===== config.mk =====
export PLATFORM = sky130hd
export DESIGN_NAME = plsw_lane
export DESIGN_NICKNAME = d
export VERILOG_FILES = /design/src/plsw_pkg.sv /design/src/plsw_lane.sv
export SDC_FILE = /design/constraint.sdc
export NUM_CORES = 1
export LEC_CHECK = 0
export BUFFER_PORTS_ARGS = -buffer_cell sky130_fd_sc_hd__buf_2
export CORE_ASPECT_RATIO = 1.25
export CORE_MARGIN = 4
export CORE_UTILIZATION = 39
export DETAILED_ROUTE_END_ITERATION = 12
export GPL_TIMING_DRIVEN = 0
export MAX_ROUTING_LAYER = met4
export SLEW_MARGIN = 20
export SYNTH_ARGS = -nofsm -noshare
export SYNTH_HDL_FRONTEND = slang
export SYNTH_SLANG_ARGS = --single-unit

===== constraint.sdc =====
create_clock -name clock -period 4.9 [get_ports clock]
set_input_delay 0.735 -clock clock [delete_from_list [all_inputs] [get_ports clock]]
set_output_delay 0.735 -clock clock [all_outputs]
set_load 0.01 [all_outputs]

===== src/plsw_pkg.sv =====
// ----------------------------------------------------------------------------
// plsw_pkg
// shared constants and types of the packed life stencil step block
// ----------------------------------------------------------------------------
`default_nettype none

package plsw_pkg;

   localparam int WORD_W            = 64;
   localparam int CFG_W             = 7;
   localparam int COL_OUT_W         = 6;
   localparam int ROW_CNT_W         = 2;
   localparam int NIB_W             = 4;
   localparam int EDGE_SHIFT        = 60;
   localparam int MAX_ROW_WORDS_DEF = 64;

   localparam logic [WORD_W-1:0]    NIBBLE_ONES = 64'h1111_1111_1111_1111;
   localparam logic [ROW_CNT_W-1:0] ROW_FULL    = 2'd2;

   typedef logic [WORD_W-1:0] word_type;

   // operand words of one lane: three rows of the center column and the three words of each side column
   typedef struct packed {
      word_type top;
      word_type mid;
      word_type bot;
      word_type lft0;
      word_type lft1;
      word_type lft2;
      word_type rgt0;
      word_type rgt1;
      word_type rgt2;
   } lane_ops_type;

   typedef struct packed {
      logic has0;
      logic has1;
   } res_flags_type;

   typedef struct packed {
      logic load2;
      logic load3;
      logic load4;
   } pipe_ctl_type;

   typedef struct packed {
      logic v1;
      logic v2;
   } front_stat_type;

   typedef struct packed {
      logic v3;
      logic free4;
   } merge_stat_type;

endpackage

`default_nettype wire


===== src/plsw_lane.sv =====
// ----------------------------------------------------------------------------
// plsw_lane
// two-stage next-generation word: neighbor count sums, then the SWAR rule
// ----------------------------------------------------------------------------
`default_nettype none

module plsw_lane import plsw_pkg::*; (
   input  wire logic         clock,
   input  wire logic         en_sum,
   input  wire logic         en_res,
   input  wire lane_ops_type ops,
   output word_type          result
);

   word_type rows_ff, rows_in;
   word_type mids_ff, mids_in;
   word_type side_ff, side_in;
   word_type m_ff;
   word_type res_ff, res_in;
   word_type lsum, rsum, cnt, comb;

   always_comb begin
      rows_in = (ops.top << NIB_W) + ops.top + (ops.top >> NIB_W)
              + (ops.bot << NIB_W) + ops.bot + (ops.bot >> NIB_W);
      mids_in = (ops.mid << NIB_W) + (ops.mid >> NIB_W);
      lsum    = ops.lft0 + ops.lft1 + ops.lft2;
      rsum    = ops.rgt0 + ops.rgt1 + ops.rgt2;
      side_in = (lsum << EDGE_SHIFT) + (rsum >> EDGE_SHIFT);
   end

   always_ff @(posedge clock) begin
      if (en_sum) begin
         rows_ff <= rows_in;
         mids_ff <= mids_in;
         side_ff <= side_in;
         m_ff    <= ops.mid;
      end
   end

   always_comb begin
      cnt    = rows_ff + mids_ff + side_ff;
      comb   = m_ff | cnt;
      res_in = (comb & (comb >> 1)) & ~((comb >> 2) | (comb >> 3)) & NIBBLE_ONES;
   end

   always_ff @(posedge clock) begin
      if (en_res) begin
         res_ff <= res_in;
      end
   end

   assign result = res_ff;

endmodule

`default_nettype wire


# After elaboration in Yosys (flattened, before gate mapping)

Index checks and enable logic that the tools add are counted.

Word-level logic and storage cells: 23
Input port bits: 579
Bits in registers: 272

Add/sub/neg operators: 13
Bitwise gates (word level): 5

Operators with widths:

| operator       | number |
|---|---|
| $add 64x64->64 | 7 |
| $add 64x60->64 | 3 |
| $and 61x61->61 | 2 |
| $add 64x4->64  | 1 |
| $or 64x64->64  | 1 |
| $not 61->61    | 1 |
| $or 61x61->61  | 1 |
| $add 4x4->4    | 2 |

# Longest topological paths before layout

Depth in word-level cells: 6
Mapped depth: 19
Mapped depth without buffers: 18

# Worst setup path before layout

Ideal clock, no wire load.

Path kind: input-to-reg
Start point: in ops[392] (netlist bit)
End point: reg rows_ff[62], data pin
Stages: 18
Path buffers: 0
Data arrival time: 4.828 ns
Library setup time: 0.265 ns
Data required time: 4.635 ns
Path slack: -0.193 ns
Path through: inv_1 > fa_1 > inv_1 > fa_1 > inv_1 > fa_1 > inv_1 > ha_1 > and4_1 > and2_1 > a32o_1 > o21ai_1 > o21ai_1 > a2111oi_1 > nor2_1 > a211oi_1 > o21ai_0 > xor2_1

Cells in the longest elaborated chain, start to end: 3

RTL lines:

| element                      | RTL line        | RTL |
|---|---|---|
| start: declaration           | plsw_lane.sv:11 | `input wire lane_ops_type ops,` |
| $add 64x64->64 (2 in series) | plsw_lane.sv:24 | `+ (ops.bot << NIB_W) + ops.bot + (ops.bot >> NIB_W);` |
| $add 64x60->64 *             | plsw_lane.sv:24 |  |
| net rows_in[62]              | plsw_lane.sv:15 | `word_type rows_ff, rows_in;` |
| end signal: assignment       | plsw_lane.sv:33 | `rows_ff <= rows_in;` |
| end: declaration             | plsw_lane.sv:15 |  |

The timed path passes the listed nets; every way through them passes the cells marked *.
A chain may end at the register's enable or synchronous reset.

# Worst setup path in the final report

Start point: in ops[402] (netlist bit)
End point: reg rows_ff[60], data pin

The elaborated chain is that of the path after synthesis.

==> flow_summary.yaml <==
global_route:
  global_route.usage.met3_pct: 2.44
  top_usage_layer: "met2"
  grt_pass1_wl_um: 128000
  met1_usage_pct: 27.8
  grt_max_degree: 82
  antenna_found_initial: 21
  use_met2_pct: 36.9
  grt_usage_pct: 21.7
  gr-total-overflow: 0
  grt_pass1_vias: 23000
synth:
  syn-cell-area_um2: 28300
  synth.most_common_cell: "inv_1"
  syn_inst: 2971
  synth_cell_types: 86
  synth_edf_count: 212
  yosysTopAreaCell: "edfxtp_1"
  yosysWarnings: 0
  async_reset_ff_share_pct: 0
  synth.avg_cell_area_um2: 9.53
  synth_ff_type: "edfxtp_1"
  ys_seq_area_share_pct: 22.5
  synthTopCellsByCount: "inv_1, fa_1, ha_1"
  synthTopCellsByArea: "edfxtp_1, fa_1, ha_1"
  synth_seq_cells: 212
  synth_top_area_share_pct: 22.5
min_path:
  hold_class: "primary input to flop"
  holdPathEnd: "m_ff[63]"
  hp-start: "ops[511]"
  holdPathStages: 1
floorplanning:
  io_pins: 643
  coreArea_um2: 72000
  start_util_pct: 39.3
  die_w_um: 249
  die_y_um: 309
  die_area_um2: 77000
  rows: 110
critical_path:
  start_kind: "primary input"
  cp.required_ns: 5.17
  reg2reg_slack_ns: 0.24
  r2r-end: "result[56]"
  endpoint_kind: "flop"
  cp_max_fo: 6
  r2r-start: "rows_ff[0]"
  path_class: "primary input to flop"
  reg2reg_depth: 16
  crit_arrival_ns: 5.09
clock_tree:
  cts_hold_buf: 0
  clock_path_buffers: 3
  numClockSinks: 212
  cts_tree: "done"
  cts_max_level: 1
  clock-root-buffer: "clkbuf_16"
  clkLatencyLatePin_ns: 0.52
  path_clk_slew_ns: 0.07
  cts_made_buffers: 22
pwr:
  net-switching-power_mw: 8.86
  power_frac_clock_pct: 9.2
  leakage_nw: 15.7
  pwr-share-comb_pct: 73.3
  pwr-share-seq_pct: 17.5
  p_per_area_nw_per_um2: 549
  p_total_mw: 18.1
  ir_worst_vdd_mv: 0.226
  swShare_pct: 49.1
  p_int_mw: 9.21
sta:
  drv_slew: 0
  hold_viol_final: 0
  slew_headroom_pct: 34.7
  min_period_over_period_pct: 98.3
  fin_crit_ns: 4.82
  worstMarginPinSlew_ns: 0.973
  fin_tns_setup_ns: 0
  max_freq_mhz: 208
  rsz0062_at_grt: "yes"
  finClkSkew_ns: 0.00926
  worst_slack_ns: 0.0842
  setup_viol: 0
job:
  cap_violations: 0
run_status:
  status: "finished, final reports clean"
detailed_routing:
  drcViolationCount: 0
  via_per_inst: 5.02
  antenna_left: 0
  wl_per_cell_um: 18.6
  vias: 22300
  totalWireLength_um: 82700
  dr.first_iter.drc_count: 791
  firstDrtPassIters: 5
cells_and_area:
  drive_above_1_share_pct: 17.1
  area_delta_synth_final_pct: 16.4
  nets: 4663
  fin_cells: 4450
  nFillCells: 7067
placement:
  hpwlAfterDp_um: 72300
  pre_cts_ws_ns: -1.12
  port_buffers: 414
  finalWeightedCongestion: 0.893
  dp.cells: 4386
what timing repair did:
action / in CTS / in global routing
pin swaps: 12 / 13
setup buffers: 7 / 8
hold endpoints to repair: 0 / 0
setup endpoints to repair: 13 / 15
gates resized for setup: 22 / 37
per-stage QoR:
step / hold slack, ns / utilization, % / area, um2
floorplan: 0.527 / - / 28500
global placement: 0.563 / 44.2 / 31800
detailed placement: 0.569 / 44.3 / 31900
CTS: 0.378 / 45.5 / 32700
global route: 0.397 / 45.8 / 32900
finish: 0.417 / 45.8 / 32900
layout make-up:
cell class | count | area [um2] | share of cell area, %
Clock inverter | 15 | 113 | 0.342
Clock buffer | 25 | 583 | 1.77
Buffer | 103 | 579 | 1.76
Inverter | 522 | 1960 | 5.96
Multi-Input combinational cell | 2174 | 19900 | 60.3
Timing Repair Buffer | 431 | 2260 | 6.85
Tap cell | 952 | 1190 | 3.62
Antenna cell | 16 | 40.0 | 0.122
Sequential cell | 212 | 6370 | 19.3
worst max-delay path, stage by stage:
cell       delay (ns)
buf_2            0.08
inv_1            0.11
fa_1             0.56
inv_1            0.06
fa_1             0.52
inv_1            0.05
fa_1             0.54
inv_1            0.05
ha_1             0.38
nand3_1          0.17
nand2b_1         0.19
nor2_1           0.21
o211ai_4         0.14
a211oi_4         0.34
a2111oi_4        0.16
o41ai_4          0.36
a221o_1          0.23
a21oi_2          0.06
xnor2_1          0.13
cells by family after synthesis:
kind of cell | Yosys count | synth area share [%]
and+or+nand+nor | 592 | 10.4
muxes | 5 | 0.186
adders and majority gates | 618 | 35.6
DFF | 212 | 22.5
xor gates and xnor gates | 183 | 5.66
other | 1 | 0.0132
buffers and inverters | 632 | 9.05
AOI/OAI and AO/OA | 728 | 16.6
state kept, by name, indices dropped and copies added, names as in the netlist:
name and cells:
result 16, side_ff 8, mids_ff 64, m_ff 60
rows_ff 64
per-layer routing:
metal,part of all wire (%),wire [um]
met5,0,0
met2,48,39900
met1,44,36400
met4,2.8,2340
met3,4.9,4040
cell usage in the layout (no fill, tap or decap), drive strengths merged, types with 11 or more instances in the layout:
cell / count
nand3: 51
and2: 11
xor2: 64
a211oi: 18
nand2: 163
nand2b: 29
o21bai: 31
nor2b: 28
inv: 524
a21o: 103
o21ai: 150
fa: 313
a31oi: 17
xnor2: 119
o31ai: 11
nand4: 52
edfxtp: 212
a21oi: 253
and3: 26
nor3b: 12
o21a: 27
clkbuf: 75
diode: 16
o211ai: 17
conb: 48
nor4: 20
ha: 305
nor3: 42
buf: 484
nor2: 128
power groups by stage:
| stage | registers [mW] | clock network [mW] | logic, mW |
|---|---|---|---|
| floorplan | 3.01 | 0 | 9.67 |
| global placement | 3.22 | 0 | 12.5 |
| detailed placement | 3.20 | 0 | 12.6 |
| CTS | 3.17 | 1.73 | 12.9 |
| global route | 3.21 | 1.79 | 14.9 |
| finish | 3.17 | 1.66 | 13.2 |
worst max path at each step:
stage,startpoint,endpoint,slack [ns],cells after the start
floorplan,ops[392],rows_ff[60],0.0009,18
global placement,ops[398],rows_ff[63],-1.11,17
detailed placement,ops[398],rows_ff[63],-1.12,17
CTS,ops[390],rows_ff[62],-0.004,19
global route,ops[407],rows_ff[60],-0.08,19
finish,ops[402],rows_ff[60],0.08,19
Power figures use the tool's default switching activity.
