==> config.mk <==
export PLATFORM = sky130hd
export DESIGN_NAME = plsw_merge_flat
export DESIGN_NICKNAME = d
export VERILOG_FILES = /design/src/plsw_pkg.sv /design/src/plsw_if.sv /design/src/plsw_merge.sv /design/src/flat_wrapper.sv
export SDC_FILE = /design/constraint.sdc
export NUM_CORES = 1
export LEC_CHECK = 0
export BUFFER_PORTS_ARGS = -buffer_cell sky130_fd_sc_hd__buf_2
export CELL_PAD_IN_SITES_DETAIL_PLACEMENT = 1
export CELL_PAD_IN_SITES_GLOBAL_PLACEMENT = 2
export CORE_ASPECT_RATIO = 0.9
export CORE_MARGIN = 8
export CORE_UTILIZATION = 15
export DETAILED_ROUTE_END_ITERATION = 10
export GPL_ROUTABILITY_DRIVEN = 0
export PLACE_DENSITY = 0.94
export SLEW_MARGIN = 20
export SYNTH_ARGS = -nofsm -noshare
export SYNTH_HDL_FRONTEND = slang
export SYNTH_SLANG_ARGS = --single-unit
==> constraint.sdc <==
create_clock -name clock -period 2.5 [get_ports clock]
set_input_delay 0.25 -clock clock [delete_from_list [all_inputs] [get_ports clock]]
set_output_delay 0.25 -clock clock [all_outputs]
set_load 0.05 [all_outputs]
==> src/plsw_pkg.sv <==
// ----------------------------------------------------------------------------
// plsw_pkg
// shared constants and types of the packed life stencil step block
// ----------------------------------------------------------------------------
`default_nettype none

package plsw_pkg;

   localparam int WORD_W            = 64;
   localparam int CFG_W             = 7;
   localparam int COL_OUT_W         = 6;
   localparam int ROW_CNT_W         = 2;
   localparam int NIB_W             = 4;
   localparam int EDGE_SHIFT        = 60;
   localparam int MAX_ROW_WORDS_DEF = 64;

   localparam logic [WORD_W-1:0]    NIBBLE_ONES = 64'h1111_1111_1111_1111;
   localparam logic [ROW_CNT_W-1:0] ROW_FULL    = 2'd2;

   typedef logic [WORD_W-1:0] word_type;

   // operand words of one lane: three rows of the center column and the three words of each side column
   typedef struct packed {
      word_type top;
      word_type mid;
      word_type bot;
      word_type lft0;
      word_type lft1;
      word_type lft2;
      word_type rgt0;
      word_type rgt1;
      word_type rgt2;
   } lane_ops_type;

   typedef struct packed {
      logic has0;
      logic has1;
   } res_flags_type;

   typedef struct packed {
      logic load2;
      logic load3;
      logic load4;
   } pipe_ctl_type;

   typedef struct packed {
      logic v1;
      logic v2;
   } front_stat_type;

   typedef struct packed {
      logic v3;
      logic free4;
   } merge_stat_type;

endpackage

`default_nettype wire

==> src/plsw_if.sv <==
// ----------------------------------------------------------------------------
// plsw channel interfaces
// valid/ready channels for grid words in and next-generation words out
// ----------------------------------------------------------------------------
`default_nettype none


interface plsw_rsp_if import plsw_pkg::*; ();
   logic                 valid;
   logic                 ready;
   logic [WORD_W-1:0]    next_word;
   logic [COL_OUT_W-1:0] out_column;
   logic                 run_last;

   modport source (output valid, output next_word, output out_column, output run_last,
                   input ready);
   modport sink   (input valid, input next_word, input out_column, input run_last,
                   output ready);
endinterface

`default_nettype wire

==> src/plsw_merge.sv <==
// ----------------------------------------------------------------------------
// plsw_merge
// orders the results of both lanes onto the response channel
// ----------------------------------------------------------------------------
`default_nettype none

module plsw_merge import plsw_pkg::*; #(
   parameter int MAX_ROW_WORDS = MAX_ROW_WORDS_DEF,
   localparam int COL_W = (MAX_ROW_WORDS > 1) ? $clog2(MAX_ROW_WORDS) : 1
) (
   input  wire logic          clock,
   input  wire logic          reset,
   input  wire pipe_ctl_type  ctl,
   input  wire res_flags_type flags2,
   input  wire logic [COL_W-1:0] col2,
   input  wire word_type      res0,
   input  wire word_type      res1,
   output merge_stat_type     stat,
   plsw_rsp_if.source         rsp_ch
);

   localparam int CWX = (COL_W > COL_OUT_W) ? COL_W : COL_OUT_W;

   logic                 v3_ff;
   res_flags_type        flags3_ff;
   logic [COL_W-1:0]     col3_ff, col4_ff;
   logic                 pend0_ff, pend1_ff;
   logic [CWX-1:0]       col_x;
   logic [COL_OUT_W-1:0] col6;
   logic                 xfer;

   always_ff @(posedge clock) begin
      if (ctl.load3) begin
         flags3_ff <= flags2;
         col3_ff   <= col2;
      end
      if (ctl.load4) begin
         col4_ff <= col3_ff;
      end
   end

   assign xfer = rsp_ch.valid && rsp_ch.ready;

   always_ff @(posedge clock) begin
      if (reset) begin
         v3_ff    <= 1'b0;
         pend0_ff <= 1'b0;
         pend1_ff <= 1'b0;
      end else begin
         if (ctl.load3) begin
            v3_ff <= 1'b1;
         end else if (ctl.load4) begin
            v3_ff <= 1'b0;
         end
         if (ctl.load4) begin
            pend0_ff <= flags3_ff.has0;
            pend1_ff <= flags3_ff.has1;
         end else if (xfer) begin
            if (pend0_ff) begin
               pend0_ff <= 1'b0;
            end else begin
               pend1_ff <= 1'b0;
            end
         end
      end
   end

   assign col_x = CWX'(col4_ff);
   assign col6  = col_x[COL_OUT_W-1:0];

   assign stat.v3    = v3_ff;
   assign stat.free4 = !(pend0_ff || pend1_ff) || (rsp_ch.ready && (pend0_ff != pend1_ff));

   assign rsp_ch.valid      = pend0_ff || pend1_ff;
   assign rsp_ch.next_word  = pend0_ff ? res0 : res1;
   assign rsp_ch.out_column = pend0_ff ? col6 - COL_OUT_W'(1) : col6;
   assign rsp_ch.run_last   = pend0_ff ? !pend1_ff : 1'b1;

endmodule

`default_nettype wire

==> src/flat_wrapper.sv <==
// flat-port wrapper written by rule: the top's interface ports become plain ports
module plsw_merge_flat import plsw_pkg::*;
#(
   parameter int MAX_ROW_WORDS = MAX_ROW_WORDS_DEF,
   localparam int COL_W = (MAX_ROW_WORDS > 1) ? $clog2(MAX_ROW_WORDS) : 1
)
  (clock, reset, ctl, flags2, col2, res0, res1, stat, rsp_ch_valid, rsp_ch_next_word, rsp_ch_out_column, rsp_ch_run_last, rsp_ch_ready);
  plsw_rsp_if rsp_ch_i ();
  input  wire logic clock;
  input  wire logic reset;
  input  wire pipe_ctl_type ctl;
  input  wire res_flags_type flags2;
  input  wire logic [COL_W-1:0] col2;
  input  wire word_type res0;
  input  wire word_type res1;
  output merge_stat_type stat;
  output wire logic [$bits(rsp_ch_i.valid)-1:0] rsp_ch_valid;
  output wire logic [$bits(rsp_ch_i.next_word)-1:0] rsp_ch_next_word;
  output wire logic [$bits(rsp_ch_i.out_column)-1:0] rsp_ch_out_column;
  output wire logic [$bits(rsp_ch_i.run_last)-1:0] rsp_ch_run_last;
  input wire logic [$bits(rsp_ch_i.ready)-1:0] rsp_ch_ready;
  assign rsp_ch_valid = rsp_ch_i.valid;
  assign rsp_ch_next_word = rsp_ch_i.next_word;
  assign rsp_ch_out_column = rsp_ch_i.out_column;
  assign rsp_ch_run_last = rsp_ch_i.run_last;
  assign rsp_ch_i.ready = rsp_ch_ready;
  plsw_merge #(.MAX_ROW_WORDS(MAX_ROW_WORDS)) u_core (.clock(clock), .reset(reset), .ctl(ctl), .flags2(flags2), .col2(col2), .res0(res0), .res1(res1), .stat(stat), .rsp_ch(rsp_ch_i));
endmodule
* After elaboration in Yosys (flattened, before gate mapping)
Index checks and enable logic that the tools add are counted.
** Word-level totals
- Flip-flop bits (word level) :: 17
- Input bits :: 142
- Output and inout port bits :: 74
- Word-level logic and storage cells :: 29
** Operators by class
- Add/subtract/negate cells :: 1
- Equal/unequal tests :: 2
- Muxes and demuxes :: 10
- Reduce and logical (&&, ||, !) cells :: 9
** Operators with widths (count)
- $mux W64 :: 1
- $mux W1 :: 8
- $mux W6 :: 1
- $sub A6 B1 Y6 const B :: 1
- $reduce_bool A2 Y1 :: 2
- $logic_and A1 B1 Y1 :: 2
- $logic_not A1 Y1 :: 2
- $logic_or A1 B1 Y1 :: 2
- $ne A2 B2 Y1 const B :: 1
- $reduce_and A2 Y1 :: 1
- $ne A1 B1 Y1 :: 1

* Logic depth before layout (Yosys ltp)
Gate-level depths: netlist of the first run.
- Depth after elaboration :: 4
- Mapped depth :: 5
- Depth with buffers taken out :: 5

* Worst setup path after synthesis of the first run
OpenSTA, ideal clock, no wires.
- Path kind :: register to output
- From :: reg u_core.col4_ff[0]
- To :: out rsp_ch_out_column[5]
- Arrival :: 1.663 ns
- Required time :: 2.250 ns
- Slack :: 0.587 ns
- Cell stages (with the launch flop) :: 4
- Buffers on the path :: 0
- Path through :: edfxtp_1 > nor4b_2 > nand2_1 > xnor2_1
** Between the ends
- Longest elaborated chain between the ends :: 2
** Ends and longest elaborated chain
- from (decl) :: RTL line plsw_merge.sv:26 : logic [COL_W-1:0] col3_ff, col4_ff;
- from (signal assigned) :: RTL line plsw_merge.sv:38 : col4_ff <= col3_ff;
- $sub A6 B1 Y6 :: RTL line plsw_merge.sv:76 : assign rsp_ch.out_column = pend0_ff ? col6 - COL_OUT_W'(1) : col6;
- $mux W6 :: RTL line plsw_merge.sv:76
- to (decl) :: RTL line flat_wrapper.sv:19 : output wire logic [$bits(rsp_ch_i.out_column)-1:0] rsp_ch_out_column;
Every way passes these cells.

* Worst setup path in the final report of the first run
- From :: reg u_core.pend0_ff
- To :: out rsp_ch_next_word[14]
** Between the ends
- Longest elaborated chain between the ends :: 1
** Ends and longest elaborated chain
- from (decl) :: RTL line plsw_merge.sv:27 : logic pend0_ff, pend1_ff;
- from (signal assigned) :: RTL line plsw_merge.sv:56 : pend0_ff <= flags3_ff.has0;
- $mux W64 :: RTL line plsw_merge.sv:75 : assign rsp_ch.next_word = pend0_ff ? res0 : res1;
- to (decl) :: RTL line flat_wrapper.sv:18 : output wire logic [$bits(rsp_ch_i.next_word)-1:0] rsp_ch_next_word;
Every way passes these cells.

==> reports/qor.txt, run 1 <==
clock buffer count from CTS: 3
endpoint type of the worst setup path: output port
synth top area cells: mux2_2, edfxtp_1, dfxtp_1
WP data arrival: 1.63 ns
Hold Slack: 0.173 ns
VDD IR max: 0.365 mV
max incr delay on CP: 0.40 ns
syn avg cell area: 12.3 µm²
initial core utilization: 15.4%
area delta synth->final: 82.8%
Pins Over Slew Limit: 0
worst-margin pin slew: 0.430 ns
drt drc: 0
CP top delay family: buffers and inverters
Placed Cells: 454
core area: 9610 µm²
CTS H-tree depth: 1
Layout Skew: 0.000957 ns
final layout net count: 478
kind of critical path: reg2out
slowest CP cell: mux2_2
IO Count: 216
Die X: 121 µm
internal power: 0.000674 W
drt total wl: 6970 µm
post-synthesis sequential area ratio: 32.5%
post-layout power: 0.00127 W
CTS tree: done
Lkg Pwr: 1.38 nW
Post-CTS Hold Buffers: 0
WP buf/inv: 2
number of vias per cell: 3.83
period utilisation layout: 75.3%
outcome: finished clean
WP data required: 2.25 ns
final setup vio count: 0
Fillers: 1,179
die area: 13,300 µm²
Sink Count: 17
FFs w/ async S/R, synth: 0%
Root Buffer: clkbuf_8
Synth warnings: 0
CTS-repair resized insts: 0
remaining global-route overflow: 0
CTS clk-pin slew, worst paths: 0.07 ns
global-route wire length before repair: 9870 µm
final antenna-violating net count: 0
share of the synthesized area in the top cell type: 48.8%
final hold vios: 0
PD cells: 469 nW/µm²
Non-Filler Instances: 458
Die H: 110 µm
maximum clock path buffer count: 2
Cells after Synth: 120
# rows: 34
initial antenna violation count: 0
vias in the first global route: 1,948
routed len/inst: 15.2 µm
HP Class: in2reg
Synth area leader: mux2_2
Clk Latency, worst-skew pair: 0.25 ns
syn_nets: 265
Placed Area: 2650 µm²
Post-CTS Setup Inserts: 0
clock network fraction of total power: 16.2%
RSZ-0062 raised after global routing: no
crit path launch type: flip-flop
number of vias in the routed layout: 1,752
global-route usage over all layers: 8.99%
most frequent cells in the layout: buf_2, mux2_2, edfxtp_1, inv_1, nand2_1
number of port buffers: 214
R2R Setup Slk: 1.33 ns
synthesized flop and latch total: 17
most common cell after layout, fill and taps aside: buf_2
Comb power frac: 57.0%
switch share: 46.8%
EDFF count, synth: 14
crit-path cells: buf_4 -> mux2_2 -> buf_2
design area: 2700 µm²
TNS Setup: 0 ns
min cycle time layout: 1.88 ns
library cells used by synthesis: 19
Seq pwr share: 26.8%
DR iter-0 viols: 32
1st-pass router iterations: 3
Sw Pwr: 0.000593 W
Synth Flop Type: edfxtp_1
largest net degree at the start of global routing: 35
FMAX: 0.531 GHz
share of layout cells above drive strength 1: 86.7%
slew margin rel.: 71.3%
CP max FO: 34
diode count: 0
Mapped Area: 1480 µm²
max_cap viols: 0
Post-DP HPWL: 6380 µm
==> per-layer routing <==
metal,global-route usage (%),share of wire [%],vias to the layer above
li1,-,-,863
met1,9.37,35,793
met2,17.6,54,92
met3,2.90,9.4,4
met4,1.42,0.67,0
met5,0,0,-
==> worst paths after layout <==
path	cells after the start	startpoint	endpoint
worst max register to register	5	u_core.pend0_ff	u_core.pend1_ff
worst min register to register	0	u_core.col3_ff[0]	u_core.col4_ff[0]
worst min-delay path	1	col2[5]	u_core.col3_ff[5]
worst max-delay path	3	u_core.pend0_ff	rsp_ch_next_word[14]
==> cell families (layout without fill, tap and decap cells) <==
logic type	count (synthesis)	count (layout)	share of synthesized area, %
adder cells (fa/ha/maj)	3	3	2.54
buffers and inverters	15	227	6.52
AO/OA/AOI/OAI	5	5	2.29
AND/OR/NAND/NOR	10	10	3.73
multiplexers	65	65	49.4
flip-flops	17	17	32.5
XOR/XNOR	5	5	2.96
==> flip-flops by register name, indices dropped and copies added, names as in the netlist <==
register / count
u_core.pend1_ff: 1
u_core.col4_ff: 6
u_core.flags3_ff: 2
u_core.pend0_ff: 1
u_core.col3_ff: 6
u_core.v3_ff: 1
==> cells in the mapped netlist (all sizes together), types with 2 or more instances <==
cell type	count
buf	8
nand2	6
a21oi	3
xor2	3
edfxtp	14
nor2	2
inv	7
ha	3
mux2	64
xnor2	2
dfxtp	3
==> area by class of cell <==
class,instances,area (µm²),area share (%)
multi-input cells,88,901,33.3
repair buffers,216,1090,40.2
inverters,7,26.3,0.973
flip-flops and latches,17,482,17.8
clock buffers,3,41.3,1.53
clock inverters,1,7.51,0.278
well taps,126,158,5.84
==> power by group through the flow <==
stage,combinational (W),sequential [W],clock (W)
finish,0.000722,0.000340,0.000205
floorplan,0.000513,0.000344,0
detailed placement,0.000729,0.000347,0
global route,0.000761,0.000342,0.000219
CTS,0.000731,0.000341,0.000207
global placement,0.000718,0.000346,0
==> worst reg2reg max path: cells and delay by family (launching register included) <==
family	cells	cell delay, ns
AO/OA/AOI/OAI	2	0.47
adder cells (fa/ha/maj)	1	0.14
buffers and inverters	2	0.15
flip-flops	1	0.34
==> metrics by stage <==
| step | setup slack, ns | util [%] |
|---|---|---|
| after CTS | 0.593 | 28.1 |
| final | 0.617 | 28.1 |
| after global placement | 0.907 | 27.6 |
| after detailed placement | 0.872 | 27.6 |
| after global routing | 0.540 | 28.1 |
| after floorplan | 0.587 | - |
(Power assumes the default switching activity.)
==> inputs of run 2 (changes only) <==
- CORE_UTILIZATION: 15 -> 14
- PLACE_DENSITY: 0.94 -> 0.89
- clock period: 2.5 -> 1.9 ns (I/O delays scaled with it)
==> run 2 against run 1 <==
Non-clock buffer count is the same. Via count grew 1.1%. Global-route usage grew 0.16 points. Cell count grew 0.66%. Worst setup slack lost 0.49 ns. First-iteration DRC count shrank 53%. Sequential cell count is the same. Sequential power grew 32%. Die area grew 6.1%. Largest power group unchanged.
==> reports/qor.txt, run 2 (synthesis results as in run 1) <==
worst setup margin: 0.125 ns (-0.492 ns)
Clk Latency, worst-skew pair: 0.25 ns (about the same)
die area: 14,100 µm² (+6.1%)
maximum clock path buffer count: 2 (unchanged)
kind of critical path: reg2out
max_cap viols: 0 (unchanged)
VDD IR max: 0.581 mV (+59%)
area delta synth->final: 88.1%
met2 routed WL: 3900 µm (+2.7%)
Die X: 124 µm (+3.0%)
Lkg Pwr: 1.40 nW (+2.0%)
number of vias per cell: 3.84 (+0.48%)
biggest regs: u_core.col3_ff: 6 flops, u_core.col4_ff: 6 flops, u_core.flags3_ff: 2 flops
worst slack, placed: 0.359 ns (-0.513 ns)
initial antenna violation count: 0 (unchanged)
diode count: 0 (unchanged)
final antenna-violating net count: 0 (unchanged)
HP Class: in2reg
DRT met1 WL: 2560 µm (+3.8%)
area of the multi-input gates: 901 µm² (unchanged)
Fillers: 1,247 (+5.8%)
vias in the first global route: 2,029 (+4.2%)
min cycle time layout: 1.78 ns
Non-Filler Instances: 461 (+0.66%)
period utilisation layout: 93.4%
Die H: 113 µm (+3.0%)
most common cell after layout, fill and taps aside: buf_2
share of layout cells above drive strength 1: 86.7% (unchanged)
outcome: finished clean
remaining global-route overflow: 0 (unchanged)
crit path launch type: flip-flop
worst-margin pin slew: 0.305 ns (-0.125 ns)
CTS-repair resized insts: 0 (unchanged)
CTS H-tree depth: 1 (unchanged)
CTS tree: done
CTS clk-pin slew, worst paths: 0.05 ns (-0.02 ns)
TNS Setup: 0 ns (unchanged)
RSZ-0062 raised after global routing: no
Comb power frac: 52.7% (-4.3 points)
Layout Skew: 0.000907 ns (-0.0000497 ns)
DR iter-0 viols: 15 (-53%)
final layout net count: 478 (unchanged)
WP data arrival: 1.59 ns (-0.04 ns)
Placed Area: 2700 µm² (+1.7%)
final hold vios: 0 (unchanged)
number of port buffers: 214 (unchanged)
PD cells: 659 nW/µm² (+41%)
FMAX: 0.563 GHz
Highest Signal Layer: met4
design area: 2780 µm² (+2.9%)
Seq pwr share: 24.5% (-2.3 points)
slew margin rel.: 79.6% (+8.3 points)
endpoint type of the worst setup path: output port
drt total wl: 7110 µm (+2.1%)
final setup vio count: 0 (unchanged)
Post-CTS Hold Buffers: 0 (unchanged)
1st-pass router iterations: 4 (+1)
Post-CTS Setup Inserts: 0 (unchanged)
switch share: 43.5% (-3.4 points)
internal power: 0.00104 W (+54%)
register area: 482 µm² (unchanged)
metal3 WL: 607 µm (-6.9%)
number of vias in the routed layout: 1,772 (+1.1%)
global-route usage over all layers: 9.15% (+0.16 points)
Sw Pwr: 0.000796 W (+34%)
core area: 10,200 µm² (+6.6%)
IO Count: 216 (unchanged)
Placed Cells: 457 (+0.66%)
# rows: 35 (+2.9%)
WP data required: 1.71 ns (-0.54 ns)
clock network fraction of total power: 22.7% (+6.5 points)
routed len/inst: 15.4 µm (+1.4%)
Post-DP HPWL: 6570 µm (+2.9%)
global-route wire length before repair: 10,800 µm (+9.3%)
drt drc: 0 (unchanged)
Root Buffer: clkbuf_16
Pins Over Slew Limit: 0 (unchanged)
clock buffer count from CTS: 3 (unchanged)
Sink Count: 17 (unchanged)
most frequent cells in the layout: buf_2, mux2_2, edfxtp_1, inv_1, nand2_1
initial core utilization: 14.4% (-0.95 points)
Hold Slack: 0.118 ns (-0.0558 ns)
CP max FO: 3 (-91%)
largest net degree at the start of global routing: 34 (-2.9%)
-- run 2: cell counts in the layout (fill, tap and decap cells not counted) --
Identical to the previous run, type by type.
-- run 2: critical path, stage by stage, from the launching register on --
cell and delay [ns]:
edfxtp_1 0.43, inv_1 0.09, ha_1 0.15, nand2_1 0.09, nor3_2 0.13, xor2_1 0.16
buf_2 0.29
-- run 2: cell type report --
class / instances / share of cell area [%]
multi-input combinational: 88 / 32.4
clock inverter: 1 / 0.270
sequential: 17 / 17.3
inverter: 7 / 0.946
clock buffer: 3 / 2.70
timing repair buffer: 216 / 40.5
tap: 129 / 5.81
-- run 2: layer usage --
| metal | vias to the layer above | global-route usage [%] |
|---|---|---|
| met1 | 803 | 9.14 |
| met2 | 102 | 18.4 |
| li1 | 864 | - |
| met4 | 0 | 1.44 |
| met3 | 3 | 2.74 |
| met5 | - | 0 |
-- run 2: final timing paths --
check	startpoint	end	slack, ns	cells past startpoint
max	u_core.col4_ff[0]	rsp_ch_out_column[4]	0.12	6
max reg2reg	u_core.pend0_ff	u_core.pend1_ff	0.65	5
min	col2[1]	u_core.col3_ff[1]	0.12	1
min reg2reg	u_core.col3_ff[0]	u_core.col4_ff[0]	0.42	0
-- run 2: power groups by stage --
stage          clock (W)  sequential, W  combinational (W)
5_1_grt         0.000438       0.000453            0.00102
4_1_cts         0.000432       0.000450           0.000982
3_5_place_dp           0       0.000458           0.000979
6_report        0.000416       0.000450           0.000967
3_3_place_gp           0       0.000456           0.000965
2_1_floorplan          0       0.000453           0.000675
-- run 2: through the flow --
step | total power (W) | util (%)
2_1_floorplan | 0.00113 | -
3_3_place_gp | 0.00142 | 26.3
5_1_grt | 0.00191 | 27.1
4_1_cts | 0.00186 | 27.1
3_5_place_dp | 0.00144 | 26.3
6_report | 0.00183 | 27.1
